<file path="src/hdl/rps_pkg.sv">
// package: profile tables, sizes and controller/datapath command and status types
package rps_pkg;

  localparam int POINT_COUNT   = 10;
  localparam int NUM_PROFILES  = 3;
  localparam int PNT_IW        = $clog2(POINT_COUNT);
  localparam int PRF_IW        = 2;

  localparam logic [8:0] TIME_CEIL = 9'd500;
  localparam logic [7:0] TEMP_LOW  = 8'd50;
  localparam logic [7:0] TEMP_HIGH = 8'd250;

  // product of time offset (9 bits) and temperature step magnitude (8 bits)
  localparam int PROD_W    = 17;
  localparam int DIV_STEPS = PROD_W;
  localparam int DIV_CW    = $clog2(DIV_STEPS + 1);

  localparam logic [8:0] PT_TIME [NUM_PROFILES][POINT_COUNT] = '{
    '{9'd0, 9'd130, 9'd220, 9'd320, 9'd340, 9'd500, 9'd500, 9'd500, 9'd500, 9'd500},
    '{9'd0, 9'd60,  9'd150, 9'd260, 9'd280, 9'd420, 9'd500, 9'd500, 9'd500, 9'd500},
    '{9'd0, 9'd50,  9'd140, 9'd200, 9'd220, 9'd310, 9'd500, 9'd500, 9'd500, 9'd500}
  };

  localparam logic [7:0] PT_TEMP [NUM_PROFILES][POINT_COUNT] = '{
    '{8'd50, 8'd150, 8'd175, 8'd250, 8'd250, 8'd50, 8'd50, 8'd50, 8'd50, 8'd50},
    '{8'd50, 8'd100, 8'd150, 8'd235, 8'd235, 8'd50, 8'd50, 8'd50, 8'd50, 8'd50},
    '{8'd50, 8'd90,  8'd130, 8'd165, 8'd165, 8'd50, 8'd50, 8'd50, 8'd50, 8'd50}
  };

  localparam logic [8:0] COOL_START [NUM_PROFILES] = '{9'd340, 9'd280, 9'd220};

  typedef struct packed {
    logic load;
    logic search_step;
    logic mul;
    logic div_step;
    logic finish;
  } rps_cmd_t;

  typedef struct packed {
    logic              search_done;
    logic              div_done;
    logic [PRF_IW-1:0] profile;
  } rps_sts_t;

endpackage

</file>
<file path="src/hdl/rps_in_if.sv">
// input channel: elapsed time beats
interface rps_in_if;
  logic        valid;
  logic        ready;
  logic [15:0] elapsed_time;

  modport source (output valid, output elapsed_time, input ready);
  modport sink (input valid, input elapsed_time, output ready);
endinterface

</file>
<file path="src/hdl/rps_out_if.sv">
// result channel: setpoint and cooldown start beats
interface rps_out_if;
  logic       valid;
  logic       ready;
  logic [7:0] setpoint_temp;
  logic [8:0] cooldown_start;

  modport source (output valid, output setpoint_temp, output cooldown_start, input ready);
  modport sink (input valid, input setpoint_temp, input cooldown_start, output ready);
endinterface

</file>
<file path="src/hdl/reflow_profile_setpoint_top.sv">
// top level: reflow profile setpoint lookup with valid/ready channels
//
// in_bus carries one elapsed time in seconds per beat; out_bus returns one
// beat per input with the interpolated setpoint (50..250 degrees) and the
// active profile's cooldown start time. cfg_we/cfg_wdata select the profile;
// values past the last profile are dropped. Write only while idle.
//
// One item is worked at a time. After acceptance the segment search walks
// the profile points one per cycle, then the multiply step, a 17-step
// restoring divider and the result load, which waits while a stalled
// receiver still holds the result register. The result becomes valid in the
// same cycle that in_bus.ready returns. The divider takes most of the time
// of an item.
//
// Reset (rst_n low, synchronous) returns to idle, drops any pending result
// and selects profile 0. A stalled receiver holds the result register; the
// next item may be accepted and worked meanwhile, and it waits at the end
// until the register is taken.
module reflow_profile_setpoint_top (
  input  logic                      clk,
  input  logic                      rst_n,
  rps_in_if.sink                    in_bus,
  rps_out_if.source                 out_bus,
  input  logic                      cfg_we,
  input  logic [rps_pkg::PRF_IW-1:0] cfg_wdata
);

  rps_pkg::rps_cmd_t cmd;
  rps_pkg::rps_sts_t sts;

  rps_ctrl u_ctrl (
    .clk       (clk),
    .rst_n     (rst_n),
    .in_valid  (in_bus.valid),
    .in_ready  (in_bus.ready),
    .out_valid (out_bus.valid),
    .out_ready (out_bus.ready),
    .cmd       (cmd),
    .sts       (sts)
  );

  rps_dp u_dp (
    .clk            (clk),
    .rst_n          (rst_n),
    .cfg_we         (cfg_we),
    .cfg_wdata      (cfg_wdata),
    .elapsed_time   (in_bus.elapsed_time),
    .cmd            (cmd),
    .sts            (sts),
    .setpoint_temp  (out_bus.setpoint_temp),
    .cooldown_start (out_bus.cooldown_start)
  );

  // one item in flight: no second accept right after an accept
  a_one_in_flight: assert property (@(posedge clk) disable iff (!rst_n)
    (in_bus.valid && in_bus.ready) |=> !in_bus.ready)
    else $error("input accepted while an item is in flight");

  // a fresh result is always inside the clamp window
  a_clamp: assert property (@(posedge clk) disable iff (!rst_n)
    $rose(out_bus.valid) |-> (out_bus.setpoint_temp >= rps_pkg::TEMP_LOW &&
                              out_bus.setpoint_temp <= rps_pkg::TEMP_HIGH))
    else $error("setpoint outside clamp window");

  // out-of-range profile writes leave the selection alone
  a_cfg_ignore: assert property (@(posedge clk) disable iff (!rst_n)
    (cfg_we && ({1'b0, cfg_wdata} >= (rps_pkg::PRF_IW + 1)'(rps_pkg::NUM_PROFILES)))
    |=> $stable(sts.profile))
    else $error("out-of-range profile write took effect");

  // commands are mutually exclusive
  a_cmd_onehot: assert property (@(posedge clk) disable iff (!rst_n)
    $onehot0(cmd))
    else $error("controller issued overlapping commands");

endmodule

</file>
<file path="src/hdl/rps_ctrl.sv">
// controller: sequences search, multiply, serial divide and result load
module rps_ctrl (
  input  logic              clk,
  input  logic              rst_n,
  input  logic              in_valid,
  output logic              in_ready,
  output logic              out_valid,
  input  logic              out_ready,
  output rps_pkg::rps_cmd_t cmd,
  input  rps_pkg::rps_sts_t sts
);

  typedef enum logic [4:0] {
    S_IDLE   = 5'b00001,
    S_SEARCH = 5'b00010,
    S_MUL    = 5'b00100,
    S_DIV    = 5'b01000,
    S_FIN    = 5'b10000
  } state_t;

  state_t state_r, state_nxt;
  logic   out_valid_r, out_valid_nxt;

  always_comb begin
    state_nxt = state_r;
    cmd       = '0;
    unique case (state_r)
      S_IDLE: begin
        if (in_valid) begin
          cmd.load  = 1'b1;
          state_nxt = S_SEARCH;
        end
      end
      S_SEARCH: begin
        if (sts.search_done) begin
          state_nxt = S_MUL;
        end else begin
          cmd.search_step = 1'b1;
        end
      end
      S_MUL: begin
        cmd.mul   = 1'b1;
        state_nxt = S_DIV;
      end
      S_DIV: begin
        if (sts.div_done) begin
          state_nxt = S_FIN;
        end else begin
          cmd.div_step = 1'b1;
        end
      end
      S_FIN: begin
        // result register free or draining this cycle
        if (!out_valid_r || out_ready) begin
          cmd.finish = 1'b1;
          state_nxt  = S_IDLE;
        end
      end
      default: state_nxt = S_IDLE;
    endcase
  end

  always_comb begin
    out_valid_nxt = out_valid_r;
    if (out_ready) begin
      out_valid_nxt = 1'b0;
    end
    if (cmd.finish) begin
      out_valid_nxt = 1'b1;
    end
  end

  always_ff @(posedge clk) begin
    if (!rst_n) begin
      state_r     <= S_IDLE;
      out_valid_r <= 1'b0;
    end else begin
      state_r     <= state_nxt;
      out_valid_r <= out_valid_nxt;
    end
  end

  assign in_ready  = (state_r == S_IDLE);
  assign out_valid = out_valid_r;

endmodule

</file>
<file path="src/hdl/rps_dp.sv">
// datapath: profile register, segment search, multiplier, restoring divider, result register
module rps_dp (
  input  logic                      clk,
  input  logic                      rst_n,
  input  logic                      cfg_we,
  input  logic [rps_pkg::PRF_IW-1:0] cfg_wdata,
  input  logic [15:0]               elapsed_time,
  input  rps_pkg::rps_cmd_t         cmd,
  output rps_pkg::rps_sts_t         sts,
  output logic [7:0]                setpoint_temp,
  output logic [8:0]                cooldown_start
);

  logic [rps_pkg::PRF_IW-1:0]  profile_r;
  logic [8:0]                  t_r;
  logic [rps_pkg::PNT_IW-1:0]  k_r;
  logic [rps_pkg::PNT_IW-1:0]  k_prev;
  logic [rps_pkg::PROD_W-1:0]  q_r;
  logic [8:0]                  rem_r;
  logic [8:0]                  span_r;
  logic [7:0]                  v0_r;
  logic                        neg_r;
  logic                        zero_r;
  logic [rps_pkg::DIV_CW-1:0]  cnt_r;
  logic [7:0]                  temp_r;
  logic [8:0]                  cool_r;

  logic [8:0]                  t0, t1;
  logic [7:0]                  v0, v1, dmag;
  logic [8:0]                  dt;
  logic [9:0]                  trial;
  logic                        ge;
  logic signed [17:0]          qs, v0s, vs;

  always_ff @(posedge clk) begin
    if (!rst_n) begin
      profile_r <= '0;
    end else if (cfg_we &&
                 ({1'b0, cfg_wdata} < (rps_pkg::PRF_IW + 1)'(rps_pkg::NUM_PROFILES))) begin
      profile_r <= cfg_wdata;
    end
  end

  assign k_prev = k_r - 1'b1;
  assign t0     = rps_pkg::PT_TIME[profile_r][k_prev];
  assign t1     = rps_pkg::PT_TIME[profile_r][k_r];
  assign v0     = rps_pkg::PT_TEMP[profile_r][k_prev];
  assign v1     = rps_pkg::PT_TEMP[profile_r][k_r];
  assign dt     = t_r - t0;
  assign dmag   = (v1 < v0) ? (v0 - v1) : (v1 - v0);

  assign sts.search_done = !((k_r < rps_pkg::PNT_IW'(rps_pkg::POINT_COUNT - 1)) && (t_r > t1));
  assign sts.div_done    = (cnt_r == '0);
  assign sts.profile     = profile_r;

  // one quotient bit per step
  assign trial = {rem_r, q_r[rps_pkg::PROD_W-1]};
  assign ge    = (trial >= {1'b0, span_r});

  assign qs  = signed'({1'b0, q_r});
  assign v0s = signed'({10'd0, v0_r});
  always_comb begin
    if (zero_r) begin
      vs = v0s;
    end else if (neg_r) begin
      vs = v0s - qs;
    end else begin
      vs = v0s + qs;
    end
  end

  always_ff @(posedge clk) begin
    if (cmd.load) begin
      t_r <= (elapsed_time > {7'd0, rps_pkg::TIME_CEIL}) ? rps_pkg::TIME_CEIL
                                                          : elapsed_time[8:0];
      k_r <= rps_pkg::PNT_IW'(1);
    end
    if (cmd.search_step) begin
      k_r <= k_r + 1'b1;
    end
    if (cmd.mul) begin
      q_r    <= dt * dmag;
      rem_r  <= '0;
      span_r <= t1 - t0;
      v0_r   <= v0;
      neg_r  <= (v1 < v0);
      zero_r <= (t1 == t0);
      cnt_r  <= rps_pkg::DIV_CW'(rps_pkg::DIV_STEPS);
    end
    if (cmd.div_step) begin
      rem_r <= ge ? 9'(trial - {1'b0, span_r}) : trial[8:0];
      q_r   <= {q_r[rps_pkg::PROD_W-2:0], ge};
      cnt_r <= cnt_r - 1'b1;
    end
    if (cmd.finish) begin
      if (vs < signed'({10'd0, rps_pkg::TEMP_LOW})) begin
        temp_r <= rps_pkg::TEMP_LOW;
      end else if (vs > signed'({10'd0, rps_pkg::TEMP_HIGH})) begin
        temp_r <= rps_pkg::TEMP_HIGH;
      end else begin
        temp_r <= vs[7:0];
      end
      cool_r <= rps_pkg::COOL_START[profile_r];
    end
  end

  assign setpoint_temp  = temp_r;
  assign cooldown_start = cool_r;

endmodule

</file>
<file path="src/flat_wrapper.sv">
// flat-port wrapper written by rule: the top's interface ports become plain ports
module reflow_profile_setpoint_top_flat 
  (clk, rst_n, cfg_we, cfg_wdata, in_bus_valid, in_bus_elapsed_time, in_bus_ready, out_bus_valid, out_bus_setpoint_temp, out_bus_cooldown_start, out_bus_ready);
  rps_in_if in_bus_i ();
  rps_out_if out_bus_i ();
  input  logic clk;
  input  logic rst_n;
  input  logic cfg_we;
  input  logic [rps_pkg::PRF_IW-1:0] cfg_wdata;
  input wire logic [$bits(in_bus_i.valid)-1:0] in_bus_valid;
  input wire logic [$bits(in_bus_i.elapsed_time)-1:0] in_bus_elapsed_time;
  output wire logic [$bits(in_bus_i.ready)-1:0] in_bus_ready;
  output wire logic [$bits(out_bus_i.valid)-1:0] out_bus_valid;
  output wire logic [$bits(out_bus_i.setpoint_temp)-1:0] out_bus_setpoint_temp;
  output wire logic [$bits(out_bus_i.cooldown_start)-1:0] out_bus_cooldown_start;
  input wire logic [$bits(out_bus_i.ready)-1:0] out_bus_ready;
  assign in_bus_i.valid = in_bus_valid;
  assign in_bus_i.elapsed_time = in_bus_elapsed_time;
  assign in_bus_ready = in_bus_i.ready;
  assign out_bus_valid = out_bus_i.valid;
  assign out_bus_setpoint_temp = out_bus_i.setpoint_temp;
  assign out_bus_cooldown_start = out_bus_i.cooldown_start;
  assign out_bus_i.ready = out_bus_ready;
  reflow_profile_setpoint_top u_core (.clk(clk), .rst_n(rst_n), .in_bus(in_bus_i), .out_bus(out_bus_i), .cfg_we(cfg_we), .cfg_wdata(cfg_wdata));
endmodule
</file>
<file path="config.mk">
export PLATFORM = sky130hd
export DESIGN_NAME = reflow_profile_setpoint_top_flat
export DESIGN_NICKNAME = d
export VERILOG_FILES = /design/src/hdl/rps_pkg.sv /design/src/hdl/rps_in_if.sv /design/src/hdl/rps_out_if.sv /design/src/hdl/reflow_profile_setpoint_top.sv /design/src/hdl/rps_ctrl.sv /design/src/hdl/rps_dp.sv /design/src/flat_wrapper.sv
export SDC_FILE = /design/constraint.sdc
export NUM_CORES = 1
export LEC_CHECK = 0
export BUFFER_PORTS_ARGS = -buffer_cell sky130_fd_sc_hd__buf_2
export CORE_MARGIN = 4
export CORE_UTILIZATION = 52
export CTS_BUF_LIST = sky130_fd_sc_hd__clkbuf_16
export DETAILED_ROUTE_END_ITERATION = 10
export PLACE_DENSITY = 0.76
export SLEW_MARGIN = 10
export SYNTH_ARGS = -nofsm -noshare
export SYNTH_HDL_FRONTEND = slang
export SYNTH_SLANG_ARGS = --single-unit
</file>
<file path="constraint.sdc">
create_clock -name clk -period 9.08 [get_ports clk]
set_input_delay 1.816 -clock clk [delete_from_list [all_inputs] [get_ports clk]]
set_output_delay 1.816 -clock clk [all_outputs]
set_load 0.01 [all_outputs]
</file>
==> results.md, run 1 <==
* Share of layout cells above drive strength 1 at 0.110
* Async set or reset register ratio after synthesis at 0
* Hold path cells at 2
* Status: finished, final reports clean
* Number of hold violations in the final report at 0
* End point of the worst hold path: u_core.u_ctrl.state_r[3]
* Initial core utilization at 0.536
* Synthesis warning total at 0
* Number of hold buffers added after cts at 0
* Number of buffers added by the clock tree synthesis step at 9
* Maximum clock insertion buffer count at 2
* Buffer type at the clock tree root: sky130_fd_sc_hd__clkbuf_16
* Data required time at the worst endpoint at slightly above 9 ns
* Router iterations before antenna repair at 7
* Register-to-Register Setup Slack at between 0.4 and 0.5 ns
* Final antenna-violating net count at 0
* Number of vias per cell at just under 6
* Max frequency at about 120 MHz
* Die Y at between 100 and 150 um
* Port buffer count at 38
* Unique masters post-synth at slightly above 80
* Vias after detailed routing at 8,270
* Area share of the leading cell type in the synthesized netlist at 0.231
* Source of the critical timing path: u_core.u_dp.profile_r[0]
* Post-route fraction of the period consumed by the critical path at 0.956
* Area of the core region at ~18,000 um^2
* Slew @ Worst Pin at approximately 1.0 ns
* Number of global-route vias before repair at a little under 8,000
* Predominant post-synthesis flop cell: sky130_fd_sc_hd__edfxtp_1
* Critical Path Max Stage Delay at roughly 0.55 ns
* Cell count after placement at 1,391
* Critical path class: flop to flop
* Site row count at between 40 and 50
* Uppermost routed layer: met4
* Clock tree from TritonCTS: built
* Detailed-placement wirelength estimate at roughly 18,000 um
* Launch point of the worst hold path: u_core.u_ctrl.state_r[2]
* Dominant cell type by area after synthesis: sky130_fd_sc_hd__edfxtp_1
* Clk sinks at 83
* GR Util All Layers at 0.216
* Number of pins exceeding their max-slew limit in the final report at 0
* I/O pin total at 42
* Maximum number of pins on one net before global-route repair at 43
* Setup clock skew after layout at around 0.013 ns
* Kind of end point of the critical path: flop
* Number of nets in the finished design at approximately 1,300
* Crit path top cell by count: sky130_fd_sc_hd__inv_1
* Setup Slack @ Placement at about 0.36 ns
* Flops & latches, synth at slightly above 80
* Worst setup slack after layout at 0.400 ns
* Cell area after technology mapping at approximately 9800 um^2
* CTS clk-pin slew, worst paths at around 0.07 ns
* Final estimated routing congestion in global placement at between 1 and 1.5
* Setup tns final at 0 ns
* Cell with the most instances after synthesis: sky130_fd_sc_hd__nor2_1
* Number of H-tree branching levels at 3
* Number of endpoints failing setup at the final stage at 0
* Highest-delay cell along the critical path: sky130_fd_sc_hd__fa_1
* Count of cells along the worst register-to-register path at 32
* Per-instance average area after synthesis at 8.55 um^2
* Category of the worst setup path launch point: flop
* Wire length of the first global-routing pass at between 30,000 and 40,000 um
* Routed length per instance at between 15 and 20 um
* Hold Path Class: flop to flop
* Detailed-routing wirelength on met1 at 10,400 um
* Aggregate routed wire length at around 23,000 um
* Worst-path fanout max at 9
* Overall die width at approximately 150 um
* Clock latency of the later-clocked register in the worst-skew pair at 0.35 ns
* Synthesized instance count at between 1,000 and 1,500
* Max-slew headroom at the worst pin at 0.305
* Max-cap check violation count at 0
* Post-detailed-route DRC marker count at 0
* Met2 wire length at around 11,000 um
* Number of synthesized flops with an enable pin at 75
* Iteration-0 DRC count of the detailed router at 768
* Fin cells at between 1,000 and 1,500
* Die area at 21,000 um^2
* Part of the Yosys area used for sequential elements at 0.247
* Period minus WS final at between 8 and 9 ns
* Total global routing overflow at 0
* Area growth, synth to finish at 8.62%
* Data arrival time at the worst-slack endpoint at ~8.8 ns
* Number of antenna violations at the first check in global routing at 0
* Ant diodes at 0
* Met3 WL at ~1400 um
* Synth top area cells: sky130_fd_sc_hd__edfxtp_1 23%, sky130_fd_sc_hd__ha_1 13%, sky130_fd_sc_hd__fa_1 9.4%, sky130_fd_sc_hd__nor2_1 5.6%, sky130_fd_sc_hd__inv_1 4.7%
* Launching point of the worst reg2reg path: u_core.u_dp.profile_r[0]
* Leading cell types by count after synthesis: 146 x sky130_fd_sc_hd__nor2_1, 123 x sky130_fd_sc_hd__inv_1, 103 x sky130_fd_sc_hd__ha_1, 83 x sky130_fd_sc_hd__a21oi_1, 75 x sky130_fd_sc_hd__edfxtp_1
* Endpoint of the worst-slack reg-to-reg timing path: u_core.u_dp.q_r[15]
-- critical path, delay by kind of cell (launching register included) --
| family | cells | cell delay, ns |
|---|---|---|
| adder cells (fa/ha/maj) | 7 | 3.04 |
| AO/OA/AOI/OAI | 9 | 2.14 |
| multiplexers | 3 | 1.06 |
| AND/OR/NAND/NOR | 5 | 0.91 |
| buffers and inverters | 6 | 0.52 |
| flip-flops | 1 | 0.50 |
| XOR/XNOR | 2 | 0.27 |
-- how the worst max path moves through the flow --
stage | cells past startpoint | end | slack [ns]
2_1_floorplan | 34 | u_core.u_dp.q_r[16] | 0.61
3_3_place_gp | 31 | u_core.u_dp.q_r[16] | 0.50
3_5_place_dp | 32 | u_core.u_dp.q_r[16] | 0.36
4_1_cts | 32 | u_core.u_dp.q_r[16] | 0.34
5_1_grt | 31 | u_core.u_dp.q_r[16] | -0.01
6_report | 32 | u_core.u_dp.q_r[15] | 0.40
-- logic make-up after synthesis --
group | after synthesis | synth area share
adder cells (fa/ha/maj) | 149 | 0.226
AND/OR/NAND/NOR | 383 | 0.197
AO/OA/AOI/OAI | 275 | 0.183
buffers and inverters | 171 | 0.0685
XOR/XNOR | 63 | 0.0580
multiplexers | 17 | 0.0197
other | 1 | 0.000384
flip-flops | 83 | 0.247
-- flip-flops by register name (all words and copies together) (netlist names) --
name and flops:
u_core.u_dp.t_r 9, u_core.u_dp.profile_r 2, u_core.u_dp.cooldown_start 5, u_core.u_dp.rem_r 9, u_core.u_ctrl.state_r 5, u_core.u_dp.setpoint_temp 8, u_core.u_dp.zero_r 1, u_core.u_dp.v0_r 8
u_core.u_dp.cnt_r 5, u_core.u_dp.q_r 17, u_core.u_ctrl.out_valid 1, u_core.u_dp.k_r 4, u_core.u_dp.span_r 8, u_core.u_dp.neg_r 1
-- layout by cell type, fill, tap and decap left out, drive strengths merged, types with 18 or more instances in the layout --
cell / instances
nand2b: 27
nor3: 29
nor2: 146
nand3: 24
edfxtp: 75
xnor2: 46
a21oi: 84
buf: 63
a21o: 24
o21a: 18
nor2b: 20
fa: 46
nand2: 61
ha: 103
inv: 127
o21ai: 55
-- routing by layer --
metal | vias to the layer above | GRT usage
met3 | 39 | 0.0362
li1 | 4047 | -
met5 | - | 0
met1 | 3906 | 0.302
met4 | 0 | 0.0589
met2 | 278 | 0.350
-- metrics by stage --
step / utilization / hold slack (ns) / cell area, um^2
6_report: 0.583 / 0.573 / 10600
5_1_grt: 0.583 / 0.606 / 10600
4_1_cts: 0.580 / 0.574 / 10600
3_5_place_dp: 0.562 / 0.577 / 10200
3_3_place_gp: 0.562 / 0.571 / 10200
2_1_floorplan: - / 0.543 / 9780
-- area by class of cell --
class | count | area (um^2)
multi-input combinational | 891 | 6740
fill | 1574 | 7600
clock inverter | 7 | 90.1
tap | 229 | 287
clock buffer | 9 | 225
timing repair buffer | 63 | 378
inverter | 126 | 473
sequential | 83 | 2410
-- what timing repair did --
action / 4_1_cts / 5_1_grt
setup endpoints to repair: 0 / 4
gates resized for setup: 0 / 9
buffers inserted: 0 / 1
Power of run 1 is left out: the tool's default activity adds up to more than one toggle a clock period on the data nets, which glitch-free logic cannot reach.
==> run 2: changes to the inputs <==
Settings changed: SYNTH_HIERARCHICAL set to 1.
==> run 2 against run 1 <==
  * Synthesized cell count up 2.2%
  * Via count grew 0.40%
  * Critical endpoint is now u_core/u_dp/q_r[16]
  * Global-route usage about the same
  * Non-clock buffer count down 8
  * Wire length is 1.1% higher
  * Flip-flop and latch count unchanged
==> results.md, run 2 <==
* Status: finished, final reports clean
* Setup Slack @ Placement at 0.199 ns (-0.160 ns)
* Post-route fraction of the period consumed by the critical path at 0.953 (-0.00261)
* Die area at 21,600 um^2 (+2.6%)
* Number of synthesized flops with an enable pin at 75 (unchanged)
* Clock tree from TritonCTS: built
* Cell area after technology mapping at 10,000 um^2 (+2.8%)
* Unique masters post-synth at 89 (+7.2%)
* Share of layout cells above drive strength 1 at 0.113 (+0.00253)
* Maximum number of pins on one net before global-route repair at 36 (-16%)
* Max-slew headroom at the worst pin at 0.354 (+0.0485)
* Period minus WS final at 8.66 ns (-0.0237 ns)
* Dominant cell type by area after synthesis: sky130_fd_sc_hd__edfxtp_1
* Cell with the most instances after synthesis: sky130_fd_sc_hd__inv_1
* Hold path cells at 1 (-1)
* Worst setup slack after layout at 0.424 ns (+0.0237 ns)
* Hold Path Class: flop to flop
* Quantity of gates resized following cts at 0 (unchanged)
* Buffer type at the clock tree root: sky130_fd_sc_hd__clkbuf_16
* Setup tns final at 0 ns (unchanged)
* Mux share of post-synthesis cell area at 0.0251 (+0.00533)
* Data arrival time at the worst-slack endpoint at 8.75 ns (-0.03 ns)
* Synth top area cells: sky130_fd_sc_hd__edfxtp_1 22%, sky130_fd_sc_hd__ha_1 13%, sky130_fd_sc_hd__fa_1 9.2%, sky130_fd_sc_hd__inv_1 5.1%, sky130_fd_sc_hd__nor2_1 4.6%
* Number of hold buffers added after cts at 0 (unchanged)
* Final antenna-violating net count at 0 (unchanged)
* Post-synthesis share of cell area spent on xor and xnor gates at 0.0602 (+0.00218)
* Part of the Yosys area used for sequential elements at 0.240 (-0.00662)
* Category of the worst setup path launch point: flop
* Leading cell types by count after synthesis: 137 x sky130_fd_sc_hd__inv_1, 124 x sky130_fd_sc_hd__nor2_1, 103 x sky130_fd_sc_hd__ha_1, 75 x sky130_fd_sc_hd__edfxtp_1, 74 x sky130_fd_sc_hd__nand2_1
* Setup repair after global routing missed its margin: false
* Detailed-placement wirelength estimate at 18,400 um (+1.6%)
* I/O pin total at 42 (unchanged)
* Maximum clock insertion buffer count at 2 (unchanged)
* Number of hold violations in the final report at 0 (unchanged)
* Final estimated routing congestion in global placement at 0.990 (-3.0%)
* Number of H-tree branching levels at 3 (unchanged)
* Vias after detailed routing at 8,303 (+0.40%)
* Clk sinks at 83 (unchanged)
* CTS clk-pin slew, worst paths at 0.07 ns (about the same)
* Number of vias per cell at 5.73 (-2.4%)
* Worst-path fanout max at 14 (+5)
* Synthesized instance count at 1,167 (+2.2%)
* Max-cap check violation count at 0 (unchanged)
* Die Y at 147 um (+1.3%)
* Final core utilization at 0.570 (-0.0121)
* Aggregate routed wire length at 23,200 um (+1.1%)
* Port buffer count at 38 (unchanged)
* Most common cell after layout, fill and taps aside: sky130_fd_sc_hd__inv_1
* Total global routing overflow at 0 (unchanged)
* Ant diodes at 0 (unchanged)
* Basic-gate share of the synthesized area counting and, or, nand and nor cells at 0.192 (-0.00579)
* Iteration-0 DRC count of the detailed router at 771 (+0.39%)
* Largest regs: u_core/u_dp/q_r x17, u_core/u_dp/rem_r x9, u_core/u_dp/t_r x9
* Number of nets in the finished design at 1,355 (+0.67%)
* Per-instance average area after synthesis at 8.60 um^2 (+0.55%)
* Clock latency of the later-clocked register in the worst-skew pair at 0.35 ns (about the same)
* Number of global-route vias before repair at 7,887 (+0.69%)
* Highest-delay cell along the critical path: sky130_fd_sc_hd__fa_1
* Router iterations before antenna repair at 6 (-1)
* Post-detailed-route DRC marker count at 0 (unchanged)
* Adder-cell share of the synthesized area at 0.220 (-0.00606)
* Number of buffers added by the clock tree synthesis step at 9 (unchanged)
* Most flops, register: u_core/u_dp/q_r
* Overall die width at 147 um (+1.3%)
* Area of the core region at 18,800 um^2 (+3.4%)
* Async set or reset register ratio after synthesis at 0 (unchanged)
* Number of endpoints failing setup at the final stage at 0 (unchanged)
* Area growth, synth to finish at 7.04%
* Site row count at 50 (+2.0%)
* Slew @ Worst Pin at 0.961 ns (-0.0745 ns)
* Kind of end point of the critical path: flop
* Critical Path Max Stage Delay at 0.54 ns (about the same)
* Routed length per instance at 16.0 um (-1.7%)
* Area share of the leading cell type in the synthesized netlist at 0.224 (-0.00618)
* Wire length of the first global-routing pass at 38,700 um (+1.8%)
* Total setup buffers inserted after CTS at 0 (unchanged)
* Initial core utilization at 0.533 (-0.00343)
* Critical path class: flop to flop
* Number of pins exceeding their max-slew limit in the final report at 0 (unchanged)
* Number of antenna violations at the first check in global routing at 0 (unchanged)
* Data required time at the worst endpoint at 9.18 ns (about the same)
* Commonest cells after routing, fill and taps aside: 137 x sky130_fd_sc_hd__inv_1, 124 x sky130_fd_sc_hd__nor2_1, 102 x sky130_fd_sc_hd__ha_1
* Setup clock skew after layout at 0.0106 ns (-0.00248 ns)
* Synthesis warning total at 6 (+6)
* GR Util All Layers at 0.216 (about the same)
* Predominant post-synthesis flop cell: sky130_fd_sc_hd__edfxtp_1
* Count of cells along the worst register-to-register path at 31 (-3.1%)
* Max FFs per register at 17 (unchanged)
* Flops & latches, synth at 83 (unchanged)
* Compound-gate portion of the synthesized area at 0.185 (+0.00271)
* Max frequency at 116 MHz (+0.27%)
* Combinational family with the most area after synthesis: adder cells
-- run 2: cell count changes in the layout (fill, tap and decap cells not counted), moves of 8 or more --
cell	previous run	this run
sky130_fd_sc_hd__o21a_1	18	27
sky130_fd_sc_hd__nor3_1	27	35
sky130_fd_sc_hd__nand2_1	60	74
sky130_fd_sc_hd__xnor2_1	44	34
sky130_fd_sc_hd__nor2_1	145	124
sky130_fd_sc_hd__a21oi_1	83	67
sky130_fd_sc_hd__inv_1	123	137
sky130_fd_sc_hd__buf_4	25	17
sky130_fd_sc_hd__o21ai_0	53	66
-- run 2: final cells by class --
class	count	area, um^2
Fill cell	1649	8090
Multi-Input combinational cell	896	6880
Sequential cell	83	2410
Inverter	138	518
Tap cell	260	325
Timing Repair Buffer	55	318
Clock buffer	9	225
Clock inverter	7	58.8
-- run 2: cell families (layout without fill, tap and decap cells) --
| logic type | after synthesis | in the layout |
|---|---|---|
| xor+xnor | 63 | 63 |
| other cells | 1 | 4 |
| buf+inv | 191 | 209 |
| compound gates | 279 | 279 |
| fa+ha+maj | 149 | 149 |
| flops | 83 | 83 |
| mux | 23 | 23 |
| simple gates | 378 | 378 |
-- run 2: critical path: cells and delay by family, from the launching register on --
kind,cells,cell delay (ns)
flops,1,0.46
mux,3,1.14
compound gates,9,1.61
xor+xnor,2,0.53
fa+ha+maj,7,3.03
buf+inv,6,0.74
simple gates,4,0.85
-- run 2: path summary, 6_finish.rpt --
path | to | startpoint | slack, ns
worst max-delay path | u_core/u_dp/q_r[16] | u_core/u_dp/profile_r[1] | 0.42
worst min-delay path | u_core/u_ctrl/state_r[4] | u_core/u_ctrl/state_r[0] | 0.56
worst max register to register | u_core/u_dp/q_r[16] | u_core/u_dp/profile_r[1] | 0.42
worst min register to register | u_core/u_ctrl/state_r[4] | u_core/u_ctrl/state_r[0] | 0.56
-- run 2: per-stage QoR --
step / std cells / hold slack (ns) / area (um^2)
2_1_floorplan: 1170 / 0.501 / 10000
3_3_place_gp: 1432 / 0.547 / 10400
3_5_place_dp: 1432 / 0.551 / 10400
4_1_cts: 1448 / 0.557 / 10700
5_1_grt: 1448 / 0.614 / 10700
6_report: 1448 / 0.559 / 10700
-- run 2: routing by layer --
layer  vias to the layer above  wire length, um  global-route usage
met5                         -                0                   0
met4                         0              343              0.0536
met2                       290            11000               0.362
met1                      3893            10300               0.296
li1                       4086                -                   -
met3                        34             1490              0.0315
Power of run 2 is left out for the same reason.
==> run 3: changes to the inputs <==
Settings changed: GPL_TIMING_DRIVEN set to 0, PLACE_DENSITY 0.76 to 0.83.
==> run 3 against run 2 <==
  * Critical path depth increased by 4
  * First-iteration DRC count decreased by 20%
  * Final cell count increased by 2.7%
  * Flip-flop and latch count unchanged
==> results.md, run 3 (synthesis gave the netlist of run 2 again) <==
* Largest regs: u_core/u_dp/q_r x17, u_core/u_dp/rem_r x9, u_core/u_dp/t_r x9
* Period minus WS final at 8.71 ns (+0.0498 ns)
* Number of endpoints failing setup at the final stage at 0 (unchanged)
* Routing layer with the top usage in global route: met2
* Vias after detailed routing at 8,567 (+3.2%)
* Max-slew headroom at the worst pin at 0.348 (-0.00523)
* Wire length of the first global-routing pass at 40,500 um (+4.5%)
* Final antenna-violating net count at 0 (unchanged)
* Number of antenna violations at the first check in global routing at 0 (unchanged)
* Fin cells at 1,487 (+2.7%)
* Clock tree from TritonCTS: built
* Buffer type at the clock tree root: sky130_fd_sc_hd__clkbuf_16
* Area of the core region at 18,800 um^2 (unchanged)
* Maximum clock insertion buffer count at 2 (unchanged)
* Hold Path Class: flop to flop
* Count of cells along the worst register-to-register path at 35 (+13%)
* Critical path class: flop to flop
* I/O pin total at 42 (unchanged)
* Critical Path Max Stage Delay at 0.54 ns (about the same)
* Setup repair after global routing missed its margin: false
* Port buffer count at 38 (unchanged)
* Endpoint of the worst-slack reg-to-reg timing path: u_core/u_dp/q_r[16]
* Number of nets in the finished design at 1,394 (+2.9%)
* Number of hold buffers added after cts at 0 (unchanged)
* Iteration-0 DRC count of the detailed router at 617 (-20%)
* Hold path cells at 1 (unchanged)
* CTS clk-pin slew, worst paths at 0.07 ns (about the same)
* Most flops, register: u_core/u_dp/q_r
* Maximum number of pins on one net before global-route repair at 32 (-11%)
* Clk sinks at 83 (unchanged)
* Share of layout cells above drive strength 1 at 0.135 (+0.0225)
* Post-route fraction of the period consumed by the critical path at 0.959 (+0.00549)
* Register-to-Register Setup Slack at 0.37 ns (-0.05 ns)
* Number of vias per cell at 5.76 (+0.47%)
* Cell count after placement at 1,468 (+2.5%)
* # fillers at 1,637 (-0.73%)
* Data arrival time at the worst-slack endpoint at 8.81 ns (+0.06 ns)
* Ant diodes at 0 (unchanged)
* Post-detailed-route DRC marker count at 0 (unchanged)
* Slew @ Worst Pin at 0.967 ns (+0.00563 ns)
* Launching point of the worst reg2reg path: u_core/u_dp/k_r[0]
* Number of pins exceeding their max-slew limit in the final report at 0 (unchanged)
* Kind of end point of the critical path: flop
* Worst-path fanout max at 10 (-4)
* Fraction of met3 tracks used by global routing at 0.0413 (+0.00987)
* Number of buffers added by the clock tree synthesis step at 9 (unchanged)
* Routed length per instance at 16.3 um (+1.7%)
* Family with the most delay on the worst path: adder cells
* Router iterations before antenna repair at 5 (-1)
* Aggregate routed wire length at 24,200 um (+4.4%)
* Overall die width at 147 um (unchanged)
* Die Y at 147 um (unchanged)
* Die area at 21,600 um^2 (unchanged)
* Number of hold violations in the final report at 0 (unchanged)
* Detailed-placement wirelength estimate at 19,100 um (+4.0%)
* Number of H-tree branching levels at 3 (unchanged)
* Site row count at 50 (unchanged)
* GR met1 Demand/Resource at 0.297 (+0.00124)
* Crit. path cell count at 35 (+13%)
* Initial core utilization at 0.533 (unchanged)
* Setup clock skew after layout at 0.0111 ns (+0.000492 ns)
* Category of the worst setup path launch point: flop
* End point of the worst hold path: u_core/u_ctrl/state_r[4]
* GR Util All Layers at 0.226 (+0.00989)
* Max frequency at 115 MHz (-0.57%)
* Clock latency of the later-clocked register in the worst-skew pair at 0.35 ns (about the same)
* Max-cap check violation count at 0 (unchanged)
* Total global routing overflow at 0 (unchanged)
* Commonest cells after routing, fill and taps aside: 134 x sky130_fd_sc_hd__inv_1, 121 x sky130_fd_sc_hd__nor2_1, 100 x sky130_fd_sc_hd__ha_1
* Most common cell after layout, fill and taps aside: sky130_fd_sc_hd__inv_1
* GR met2 Demand/Resource at 0.378 (+0.0159)
* Worst path buffer plus inverter count at 10 (+4)
* Final estimated routing congestion in global placement at 0.979 (-1.1%)
* Launch point of the worst hold path: u_core/u_ctrl/state_r[0]
* Highest-delay cell along the critical path: sky130_fd_sc_hd__fa_1
* Status: finished, final reports clean
* Number of global-route vias before repair at 8,257 (+4.7%)
* Area growth, synth to finish at 10.5%
* Data required time at the worst endpoint at 9.18 ns (about the same)
* Max FFs per register at 17 (unchanged)
## run 3: cell type report
cell class / instances / area [um^2] / area share
Multi-Input combinational cell: 896 / 6980 / 0.630
Sequential cell: 83 / 2420 / 0.218
Inverter: 138 / 531 / 0.0479
Tap cell: 260 / 325 / 0.0293
Buffer: 51 / 284 / 0.0256
Timing Repair Buffer: 43 / 228 / 0.0205
Clock buffer: 9 / 225 / 0.0203
Clock inverter: 7 / 91.3 / 0.00824
## run 3: repair_timing
| item | 4_1_cts | 5_1_grt |
|---|---|---|
| endpoints found under the setup margin | 6 | 7 |
| setup buffers | 3 | 2 |
| pin swaps | 1 | 4 |
| cloned | 0 | 0 |
| gates resized for setup | 7 | 61 |
## run 3: per-layer routing
metal | part of all wire | up-vias | routed length (um)
li1 | - | 4175 | -
met5 | 0 | - | 0
met2 | 0.47 | 286 | 11500
met4 | 0.027 | 0 | 660
met1 | 0.44 | 4047 | 10600
met3 | 0.062 | 59 | 1490
## run 3: per-stage QoR
stage                     hold slack (ns)   util  TNS [ns]  setup WS [ns]  instance area, um^2
after floorplan                     0.501      -         0          0.688                10000
after global placement              0.546  0.561    -0.419         -0.224                10600
after detailed placement            0.568  0.561    -0.760         -0.309                10600
after CTS                           0.589  0.580         0         0.0169                10900
after global routing                0.608  0.589         0         0.0297                11100
final                               0.592  0.589         0          0.374                11100
## run 3: worst max-delay path by stage
| stage | start | endpoint | slack [ns] |
|---|---|---|---|
| 6_report | u_core/u_dp/k_r[0] | u_core/u_dp/q_r[16] | 0.37 |
| 5_1_grt | u_core/u_dp/profile_r[0] | u_core/u_dp/q_r[16] | 0.03 |
| 3_3_place_gp | u_core/u_dp/k_r[0] | u_core/u_dp/q_r[16] | -0.22 |
| 3_5_place_dp | u_core/u_dp/k_r[0] | u_core/u_dp/q_r[16] | -0.31 |
| 2_1_floorplan | u_core/u_dp/k_r[0] | u_core/u_dp/q_r[16] | 0.69 |
| 4_1_cts | u_core/u_dp/profile_r[1] | u_core/u_dp/q_r[16] | 0.02 |
Power of run 3 is left out for the same reason.
